[src/rtl/ufmt_pkg.sv]
// ----------------------------------------------------------------------------
// ufmt_pkg - shared types and constants of the unsigned integer text formatter
// Holds format codes, ASCII constants, the job descriptor passed from the
// front end to the character emitter, and the digit-to-ASCII lookup.
// ----------------------------------------------------------------------------
package ufmt_pkg;

   localparam int DigitCount = 10;     // decimal digits of a 32-bit value
   localparam int FieldBits  = 7;      // width and precision fields
   localparam int DigitBits  = 4;      // digit count 0..10

   localparam logic [1:0] MODE_DEC  = 2'd0;
   localparam logic [1:0] MODE_LHEX = 2'd1;
   localparam logic [1:0] MODE_UHEX = 2'd2;

   localparam logic [7:0] CHAR_ZERO    = 8'h30;
   localparam logic [7:0] CHAR_SPACE   = 8'h20;
   localparam logic [7:0] CHAR_LOWER_A = 8'h61;
   localparam logic [7:0] CHAR_UPPER_A = 8'h41;

   typedef logic [DigitCount-1:0][3:0] digit_vec_type;

   // One formatting job: digits plus the run lengths of each text section.
   typedef struct packed {
      digit_vec_type        digits;    // nibble 0 is the least significant
      logic [DigitBits-1:0] ndig;      // digits to print
      logic [FieldBits-1:0] lead;      // precision zeros before the digits
      logic [FieldBits-1:0] pad;       // width fill characters
      logic                 fill_zero; // right-justified fill is '0'
      logic                 left;      // fill goes after the digits
      logic                 upper;     // upper-case hex letters
   } fmt_desc_type;

   function automatic logic [7:0] digit_char(input logic [3:0] d, input logic upper);
      logic [7:0] r;
      if (d < 4'd10) begin
         r = CHAR_ZERO + {4'b0, d};
      end else if (upper) begin
         r = CHAR_UPPER_A + {4'b0, d} - 8'd10;
      end else begin
         r = CHAR_LOWER_A + {4'b0, d} - 8'd10;
      end
      return r;
   endfunction

endpackage

[src/rtl/unsigned_int_text_formatter_unit.sv]
// ----------------------------------------------------------------------------
// unsigned_int_text_formatter_unit - printf-style unsigned integer formatter
// Renders a 32-bit unsigned value as decimal or hex ASCII text with width,
// precision, zero-pad and left-justify, one character per output beat.
// ----------------------------------------------------------------------------
// A request beat carries the value and its format; the unit answers with the
// formatted text as a run of character beats, rsp_tlast marking the final one.
// An empty text (zero value with precision zero and no width) produces no
// beats at all. Width and precision saturate at MAX_FIELD, so no run exceeds
// MAX_FIELD characters. The front end holds one request at a time: a decimal
// request passes through intake, 32 shift-and-add-3 BCD steps and hand-off,
// a hex request through intake and hand-off; hand-off waits while the job
// queue is full. The emitter then sends one character per cycle while
// rsp_tready allows. A two-entry job queue sits between them, so a request is
// taken while earlier text is still going out. No start-up sweep is needed
// after reset.
module unsigned_int_text_formatter_unit #(
   parameter int MAX_FIELD = 64        // saturation limit for width and precision, 10..64
) (
   input  logic        clock,
   input  logic        reset,
   // request channel
   input  logic        req_tvalid,
   output logic        req_tready,
   input  logic [55:0] req_tdata,   // value[31:0], field_width[38:32], has_precision[39],
                                    // min_digits[46:40], zero_pad[47], left_justify[48],
                                    // zeros[55:49]
   input  logic [1:0]  req_tuser,   // mode[1:0]
   // response channel
   output logic        rsp_tvalid,
   input  logic        rsp_tready,
   output logic [7:0]  rsp_tdata,   // out_char[7:0]
   output logic        rsp_tlast    // last_char
);
   import ufmt_pkg::*;

   fmt_desc_type push_desc, pop_desc;
   logic         push, full, pop, empty;

   // front end: intake, BCD conversion, section lengths
   ufmt_front #(
      .MAX_FIELD(MAX_FIELD)
   ) u_front (
      .clock            (clock),
      .reset            (reset),
      .req_valid        (req_tvalid),
      .req_ready        (req_tready),
      .req_mode         (req_tuser),
      .req_value        (req_tdata[31:0]),
      .req_field_width  (req_tdata[38:32]),
      .req_has_precision(req_tdata[39]),
      .req_min_digits   (req_tdata[46:40]),
      .req_zero_pad     (req_tdata[47]),
      .req_left_justify (req_tdata[48]),
      .push             (push),
      .push_desc        (push_desc),
      .full             (full)
   );

   // hold finished jobs until the emitter is free
   ufmt_queue u_queue (
      .clock    (clock),
      .reset    (reset),
      .push     (push),
      .push_desc(push_desc),
      .full     (full),
      .pop      (pop),
      .pop_desc (pop_desc),
      .empty    (empty)
   );

   // back end: one character per beat through a registered output stage
   ufmt_back u_back (
      .clock    (clock),
      .reset    (reset),
      .pop_desc (pop_desc),
      .empty    (empty),
      .pop      (pop),
      .rsp_valid(rsp_tvalid),
      .rsp_ready(rsp_tready),
      .rsp_char (rsp_tdata),
      .rsp_last (rsp_tlast)
   );

endmodule

[src/rtl/ufmt_front.sv]
// ----------------------------------------------------------------------------
// ufmt_front - request intake and digit extraction
// Takes one request, converts decimal values to BCD by shift-and-add-3,
// works out the section lengths and hands a job descriptor to the queue.
// ----------------------------------------------------------------------------
module ufmt_front #(
   parameter int MAX_FIELD = 64
) (
   input  logic                  clock,
   input  logic                  reset,
   input  logic                  req_valid,
   output logic                  req_ready,
   input  logic [1:0]            req_mode,
   input  logic [31:0]           req_value,
   input  logic [6:0]            req_field_width,
   input  logic                  req_has_precision,
   input  logic [6:0]            req_min_digits,
   input  logic                  req_zero_pad,
   input  logic                  req_left_justify,
   output logic                  push,
   output ufmt_pkg::fmt_desc_type push_desc,
   input  logic                  full
);
   import ufmt_pkg::*;

   localparam logic [1:0] ST_IDLE = 2'd0;
   localparam logic [1:0] ST_CONV = 2'd1;
   localparam logic [1:0] ST_PUSH = 2'd2;
   localparam logic [FieldBits-1:0] MaxField = FieldBits'(MAX_FIELD);

   logic [1:0]           state_ff, state_in;
   logic [4:0]           step_ff, step_in;
   logic [31:0]          bin_ff, bin_in;
   digit_vec_type        bcd_ff, bcd_in, bcd_adj;
   logic [DigitCount*4-1:0] bcd_flat;
   logic [FieldBits-1:0] width_ff, prec_ff;
   logic                 has_prec_ff, zero_pad_ff, left_ff, upper_ff;
   logic                 accept;
   logic [DigitBits-1:0] msd, ndig;
   logic                 all_zero;
   logic [FieldBits-1:0] body;

   assign req_ready = (state_ff == ST_IDLE);
   assign accept    = req_valid && req_ready;

   // add 3 to every BCD digit of five or more before the shift
   always_comb begin
      for (int i = 0; i < DigitCount; i++) begin
         bcd_adj[i] = (bcd_ff[i] >= 4'd5) ? bcd_ff[i] + 4'd3 : bcd_ff[i];
      end
   end

   // flat view of the adjusted digits for the one-bit shift
   assign bcd_flat = bcd_adj;

   always_comb begin
      state_in = state_ff;
      step_in  = step_ff;
      bin_in   = bin_ff;
      bcd_in   = bcd_ff;
      unique case (state_ff)
         ST_IDLE: begin
            if (accept) begin
               step_in = '0;
               bin_in  = req_value;
               if (req_mode == MODE_DEC) begin
                  bcd_in   = '0;
                  state_in = ST_CONV;
               end else begin
                  bcd_in   = digit_vec_type'({8'h00, req_value});
                  state_in = ST_PUSH;
               end
            end
         end
         ST_CONV: begin
            bcd_in  = {bcd_flat[DigitCount*4-2:0], bin_ff[31]};
            bin_in  = {bin_ff[30:0], 1'b0};
            step_in = step_ff + 5'd1;
            if (step_ff == 5'd31) begin
               state_in = ST_PUSH;
            end
         end
         ST_PUSH: begin
            if (!full) begin
               state_in = ST_IDLE;
            end
         end
         default: state_in = ST_IDLE;
      endcase
   end

   always_ff @(posedge clock) begin
      if (reset) begin
         state_ff <= ST_IDLE;
      end else begin
         state_ff <= state_in;
      end
      step_ff <= step_in;
      bin_ff  <= bin_in;
      bcd_ff  <= bcd_in;
      if (accept) begin
         width_ff    <= (req_field_width > MaxField) ? MaxField : req_field_width;
         prec_ff     <= !req_has_precision ? '0 :
                        (req_min_digits > MaxField) ? MaxField : req_min_digits;
         has_prec_ff <= req_has_precision;
         zero_pad_ff <= req_zero_pad;
         left_ff     <= req_left_justify;
         upper_ff    <= (req_mode != MODE_LHEX);
      end
   end

   // position of the most significant non-zero digit
   always_comb begin
      msd = '0;
      for (int i = 0; i < DigitCount; i++) begin
         if (bcd_ff[i] != 4'd0) begin
            msd = DigitBits'(i + 1);
         end
      end
   end

   assign all_zero = (msd == '0);
   assign ndig     = all_zero ? (has_prec_ff ? '0 : DigitBits'(1)) : msd;
   assign body     = (prec_ff > {3'b0, ndig}) ? prec_ff : {3'b0, ndig};

   assign push = (state_ff == ST_PUSH) && !full;

   always_comb begin
      push_desc.digits    = bcd_ff;
      push_desc.ndig      = ndig;
      push_desc.lead      = body - {3'b0, ndig};
      push_desc.pad       = (width_ff > body) ? width_ff - body : '0;
      push_desc.fill_zero = zero_pad_ff && !left_ff && !has_prec_ff;
      push_desc.left      = left_ff;
      push_desc.upper     = upper_ff;
   end

endmodule

[src/rtl/ufmt_queue.sv]
// ----------------------------------------------------------------------------
// ufmt_queue - two-entry job queue
// Decouples the digit front end from the character emitter.
// ----------------------------------------------------------------------------
module ufmt_queue (
   input  logic                   clock,
   input  logic                   reset,
   input  logic                   push,
   input  ufmt_pkg::fmt_desc_type push_desc,
   output logic                   full,
   input  logic                   pop,
   output ufmt_pkg::fmt_desc_type pop_desc,
   output logic                   empty
);
   import ufmt_pkg::*;

   fmt_desc_type slot_ff [2];
   logic         wr_ptr_ff, rd_ptr_ff;
   logic [1:0]   count_ff;

   assign full     = (count_ff == 2'd2);
   assign empty    = (count_ff == 2'd0);
   assign pop_desc = slot_ff[rd_ptr_ff];

   always_ff @(posedge clock) begin
      if (reset) begin
         wr_ptr_ff <= 1'b0;
         rd_ptr_ff <= 1'b0;
         count_ff  <= 2'd0;
      end else begin
         if (push) begin
            wr_ptr_ff <= !wr_ptr_ff;
         end
         if (pop) begin
            rd_ptr_ff <= !rd_ptr_ff;
         end
         if (push && !pop) begin
            count_ff <= count_ff + 2'd1;
         end else if (pop && !push) begin
            count_ff <= count_ff - 2'd1;
         end
      end
      if (push) begin
         slot_ff[wr_ptr_ff] <= push_desc;
      end
   end

   a_no_overflow: assert property (@(posedge clock) disable iff (reset)
      push |-> !full) else $error("job pushed into a full queue");
   a_no_underflow: assert property (@(posedge clock) disable iff (reset)
      pop |-> !empty) else $error("job popped from an empty queue");
   a_count_range: assert property (@(posedge clock) disable iff (reset)
      count_ff != 2'd3) else $error("queue count out of range");
   a_ptr_match: assert property (@(posedge clock) disable iff (reset)
      (count_ff == 2'd0 || count_ff == 2'd2) |-> (wr_ptr_ff == rd_ptr_ff))
      else $error("queue pointers disagree with count");

endmodule

[src/rtl/ufmt_back.sv]
// ----------------------------------------------------------------------------
// ufmt_back - character emitter
// Walks a job's fill, precision zeros, digits and trailing fill, one
// character per beat, into a registered output stage.
// ----------------------------------------------------------------------------
module ufmt_back (
   input  logic                   clock,
   input  logic                   reset,
   input  ufmt_pkg::fmt_desc_type pop_desc,
   input  logic                   empty,
   output logic                   pop,
   output logic                   rsp_valid,
   input  logic                   rsp_ready,
   output logic [7:0]             rsp_char,
   output logic                   rsp_last
);
   import ufmt_pkg::*;

   logic                 busy_ff;
   digit_vec_type        digits_ff;
   logic [DigitBits-1:0] dig_ff;
   logic [FieldBits-1:0] lead_ff, pad_ff;
   logic                 fill_zero_ff, left_ff, upper_ff;
   logic                 out_valid_ff;
   logic [7:0]           out_char_ff;
   logic                 out_last_ff;

   logic                 advance, emit;
   logic [7:0]           total, load_total;
   logic [7:0]           cur_char;
   logic [DigitBits-1:0] dig_idx;

   assign advance    = !out_valid_ff || rsp_ready;
   assign emit       = busy_ff && advance;
   assign pop        = !busy_ff && !empty;
   assign total      = {1'b0, pad_ff} + {1'b0, lead_ff} + {4'b0, dig_ff};
   assign load_total = {1'b0, pop_desc.pad} + {1'b0, pop_desc.lead} + {4'b0, pop_desc.ndig};
   assign dig_idx    = dig_ff - DigitBits'(1);

   always_comb begin
      if (!left_ff && pad_ff != '0) begin
         cur_char = fill_zero_ff ? CHAR_ZERO : CHAR_SPACE;
      end else if (lead_ff != '0) begin
         cur_char = CHAR_ZERO;
      end else if (dig_ff != '0) begin
         cur_char = digit_char(digits_ff[dig_idx], upper_ff);
      end else begin
         cur_char = CHAR_SPACE;
      end
   end

   always_ff @(posedge clock) begin
      if (reset) begin
         busy_ff      <= 1'b0;
         out_valid_ff <= 1'b0;
      end else begin
         if (pop) begin
            busy_ff <= (load_total != 8'd0);
         end else if (emit && total == 8'd1) begin
            busy_ff <= 1'b0;
         end
         if (emit) begin
            out_valid_ff <= 1'b1;
         end else if (rsp_ready) begin
            out_valid_ff <= 1'b0;
         end
      end
      if (pop) begin
         digits_ff    <= pop_desc.digits;
         dig_ff       <= pop_desc.ndig;
         lead_ff      <= pop_desc.lead;
         pad_ff       <= pop_desc.pad;
         fill_zero_ff <= pop_desc.fill_zero;
         left_ff      <= pop_desc.left;
         upper_ff     <= pop_desc.upper;
      end else if (emit) begin
         if (!left_ff && pad_ff != '0) begin
            pad_ff <= pad_ff - FieldBits'(1);
         end else if (lead_ff != '0) begin
            lead_ff <= lead_ff - FieldBits'(1);
         end else if (dig_ff != '0) begin
            dig_ff <= dig_idx;
         end else begin
            pad_ff <= pad_ff - FieldBits'(1);
         end
      end
      if (emit) begin
         out_char_ff <= cur_char;
         out_last_ff <= (total == 8'd1);
      end
   end

   assign rsp_valid = out_valid_ff;
   assign rsp_char  = out_char_ff;
   assign rsp_last  = out_last_ff;

   a_busy_has_work: assert property (@(posedge clock) disable iff (reset)
      busy_ff |-> total != 8'd0) else $error("emitter busy with nothing left");
   a_last_ends_job: assert property (@(posedge clock) disable iff (reset)
      (emit && total == 8'd1) |=> !busy_ff) else $error("job outlived its last beat");

endmodule
[config.mk]
export PLATFORM = sky130hd
export DESIGN_NAME = unsigned_int_text_formatter_unit
export DESIGN_NICKNAME = d
export VERILOG_FILES = /design/src/rtl/ufmt_pkg.sv /design/src/rtl/unsigned_int_text_formatter_unit.sv /design/src/rtl/ufmt_front.sv /design/src/rtl/ufmt_queue.sv /design/src/rtl/ufmt_back.sv
export SDC_FILE = /design/constraint.sdc
export NUM_CORES = 1
export LEC_CHECK = 0
export ABC_CLOCK_PERIOD_IN_PS = 6400
export BUFFER_PORTS_ARGS = -buffer_cell sky130_fd_sc_hd__buf_2
export CAP_MARGIN = 5
export CORE_MARGIN = 4
export CORE_UTILIZATION = 40
export CTS_BUF_LIST = sky130_fd_sc_hd__clkbuf_4
export DETAILED_ROUTE_END_ITERATION = 12
export PLACE_DENSITY = 0.55
export SLEW_MARGIN = 15
export SYNTH_ARGS = -nofsm -noshare
export SYNTH_HDL_FRONTEND = slang
export SYNTH_SLANG_ARGS = --single-unit
[constraint.sdc]
create_clock -name clock -period 6.4 [get_ports clock]
set_input_delay 0.32 -clock clock [delete_from_list [all_inputs] [get_ports clock]]
set_output_delay 0.32 -clock clock [all_outputs]
set_load 0.02 [all_outputs]
==> metrics.yaml <==
synth_flop_cell: "edfxtp_1"
cts_tree: "yes"
required_ns: 6.79
yosys_warnings: 0
r2r_cells: 23
cts_root_buf: "clkbuf_4"
die-area_um2: 38500
end_kind: "flip-flop"
critPathBufInv: 4
wl_per_cell_um: 16.0
core_um2: 34700
crit_top_cell: "ha_1"
slew_headroom_pct: 29.7
syn_area_um2: 14200
fin_nets: 1401
rsz0062_at_grt: "false"
tightest_slew_ns: 1.05
port_buffers: 64
crit_fanout: 7
cpPeakStageDelay_ns: 0.45
finalMaxSlewViolations: 0
crit_family: "compound AO/OA/AOI/OAI gates"
clk_latency_ns: 0.71
ir_drop_mv: 0.274
area_growth_pct: 17.1
clk_path_buf_depth: 3
cts_resized: 0
outcome: "finished, final reports clean"
path_cells: "inv_1, ha_1, nor3b_1, nand4_1, buf_4, a41oi_1, buf_4, inv_1, ha_1, o21ai_0, nand2b_1, a21oi_1, a41o_1, nand4_1, mux2i_1, ha_1, nor2b_1, o21ai_0, nand2b_1, a221o_1, a211o_1, o211ai_1, nor2_1"
antenna_found_initial: 1
holdPathStages: 4
numClockSinks: 295
place.gp.congestion: 0.793
antenna_left: 0
syn_inst: 1079
grt_max_degree: 78
finalWorstSetupSlack_ns: 1.12
crit_slowest_cell: "edfxtp_1"
place_worst_setup_slack_ns: 1.15
pin_count: 73
min_period_over_period_pct: 82.4
final_core_util_pct: 47.8
synth_top_area_share_pct: 60.6
synth_edf_count: 286
worst_clock_skew_ns: 0.0650
crit_type: "flip-flop to flip-flop"
vias: 8633
drtIter0Drc: 324
synth.most_common_cell: "edfxtp_1"
synth_area_leaders: "edfxtp_1 61%, ha_1 5.9%, mux2_2 5.2%"
synth_common_cells: "286 x edfxtp_1, 151 x nand2_1, 71 x nor2_1"
start_util_pct: 40.8
cts.clk_slew.worst_paths_ns: 0.07
grt_pass1_wl_mm: 45.8
viasPerCell: 4.89
maxCapViolations: 0
die_x_um: 196
p_leak_nw: 6.31
finalSetupViolCount: 0
h-tree-depth: 3
drt_drc_violations_left: 0
syn-num-nets: 1220
synth_cell_type_count: 68
firstDrtPassIters: 4
grt_overflow: 0
die_y_um: 196
fin_crit_ns: 5.28
r2r_slack_ns: 1.12
ys_seq_area_share_pct: 61.9
critical_path_cell_count: 23
ys_async_sr_fraction_pct: 0
drive_gt1_share_pct: 22.8
hold_path_class: "input pin to flip-flop"
fmax_ghz: 0.190
powerDensity_nw_per_um2: 406
yosys_register_bits: 295
dp_hpwl_mm: 18.2
wirelength_mm: 28.3
arrival_ns: 5.66
synth_area_per_cell_um2: 13.1
finalSetupTns_ns: 0
track_usage_pct: 14.8
grt_pass1_vias: 8960
start_kind: "flip-flop"
yosys.area.top_type: "edfxtp_1"
rows: 68
cts_made_buffers: 81
finalHoldViolCount: 0
[kinds of logic after synthesis]
family | count (synthesis) | share of synthesized area (%)
adders and majority gates | 79 | 7.61
AOI/OAI and AO/OA | 152 | 6.51
muxes | 87 | 7.49
other | 1 | 0.0265
DFF | 295 | 61.9
buffers and inverters | 82 | 2.37
and+or+nand+nor | 331 | 10.8
xor gates and xnor gates | 52 | 3.32
[worst paths after layout]
path | startpoint | end
worst max-delay path | u_front.push_desc[53] | u_queue.slot_ff[1][8]
worst max register to register | u_front.push_desc[53] | u_queue.slot_ff[1][8]
worst min register to register | u_front.upper_ff | u_queue.slot_ff[0][0]
worst min-delay path | req_tuser[1] | u_front.state_ff[0]
[cell usage in the layout, fill, tap and decap left out, types with 48 or more instances in the layout]
cell type	instances
mux2_2	66
a21oi_1	52
inv_1	48
o21ai_0	54
nand2_1	151
clkbuf_4	118
ha_1	67
dlygate4sd3_1	53
nor2_1	68
edfxtp_1	286
buf_2	64
[cell type report]
cell class,instances,area [um^2]
Tap cell,455,569
Sequential cell,295,8770
Fill cell,3161,18100
Multi-Input combinational cell,702,5100
Clock buffer,118,886
Timing Repair Buffer,130,948
Antenna cell,1,2.50
Inverter,50,188
Clock inverter,16,135
[flip-flops by register name (all words and copies together) (netlist names), 2 cells and up, named ones only]
name,cells
u_back.dig_ff,4
u_back.digits_ff,40
u_back.lead_ff,7
u_back.pad_ff,7
u_back.rsp_char,7
u_front.bin_ff,32
u_front.prec_ff,7
u_front.push_desc,40
u_front.state_ff,2
u_front.step_ff,5
u_front.width_ff,7
u_queue.count_ff,2
u_queue.slot_ff,122
[power breakdown]
group	internal (mW)	switching, mW
Combinational	0.956	1.25
Sequential	2.59	0.248
Clock	0.924	0.774
[metrics by stage]
stage / std cells / total power [mW] / hold WS, ns / cell area (um^2)
finish: 1767 / 6.74 / 0.101 / 16600
global route: 1767 / 7.25 / 0.0974 / 16600
CTS: 1766 / 6.85 / 0.0219 / 16600
floorplan: 1079 / 4.50 / 0.419 / 14200
detailed placement: 1579 / 5.07 / 0.455 / 15000
global placement: 1579 / 5.02 / 0.460 / 15000
[worst register-to-register path, stage by stage, from the launching register on]
cell      delay (ns)
edfxtp_1        0.45
inv_1           0.12
ha_1            0.22
nor3b_1         0.41
nand4_1         0.15
buf_4           0.19
a41oi_1         0.22
buf_4           0.18
inv_1           0.06
ha_1            0.28
o21ai_0         0.07
nand2b_1        0.08
a21oi_1         0.07
a41o_1          0.22
nand4_1         0.12
mux2i_1         0.33
ha_1            0.31
nor2b_1         0.13
o21ai_0         0.14
nand2b_1        0.11
a221o_1         0.37
a211o_1         0.30
o211ai_1        0.25
nor2_1          0.17
[layer usage]
metal / vias up / share of wire (%) / global-route usage, %
li1: 4305 / - / -
met1: 4122 / 46 / 19.2
met5: - / 0 / 0
met4: 0 / 2.7 / 6.23
met3: 54 / 3.6 / 3.13
met2: 152 / 48 / 24.3
[repair_timing]
action                    CTS  global route
hold endpoints to repair   91             0
buffers inserted            0             0
hold buffers               53             0
Power figures use the tool's default switching activity.
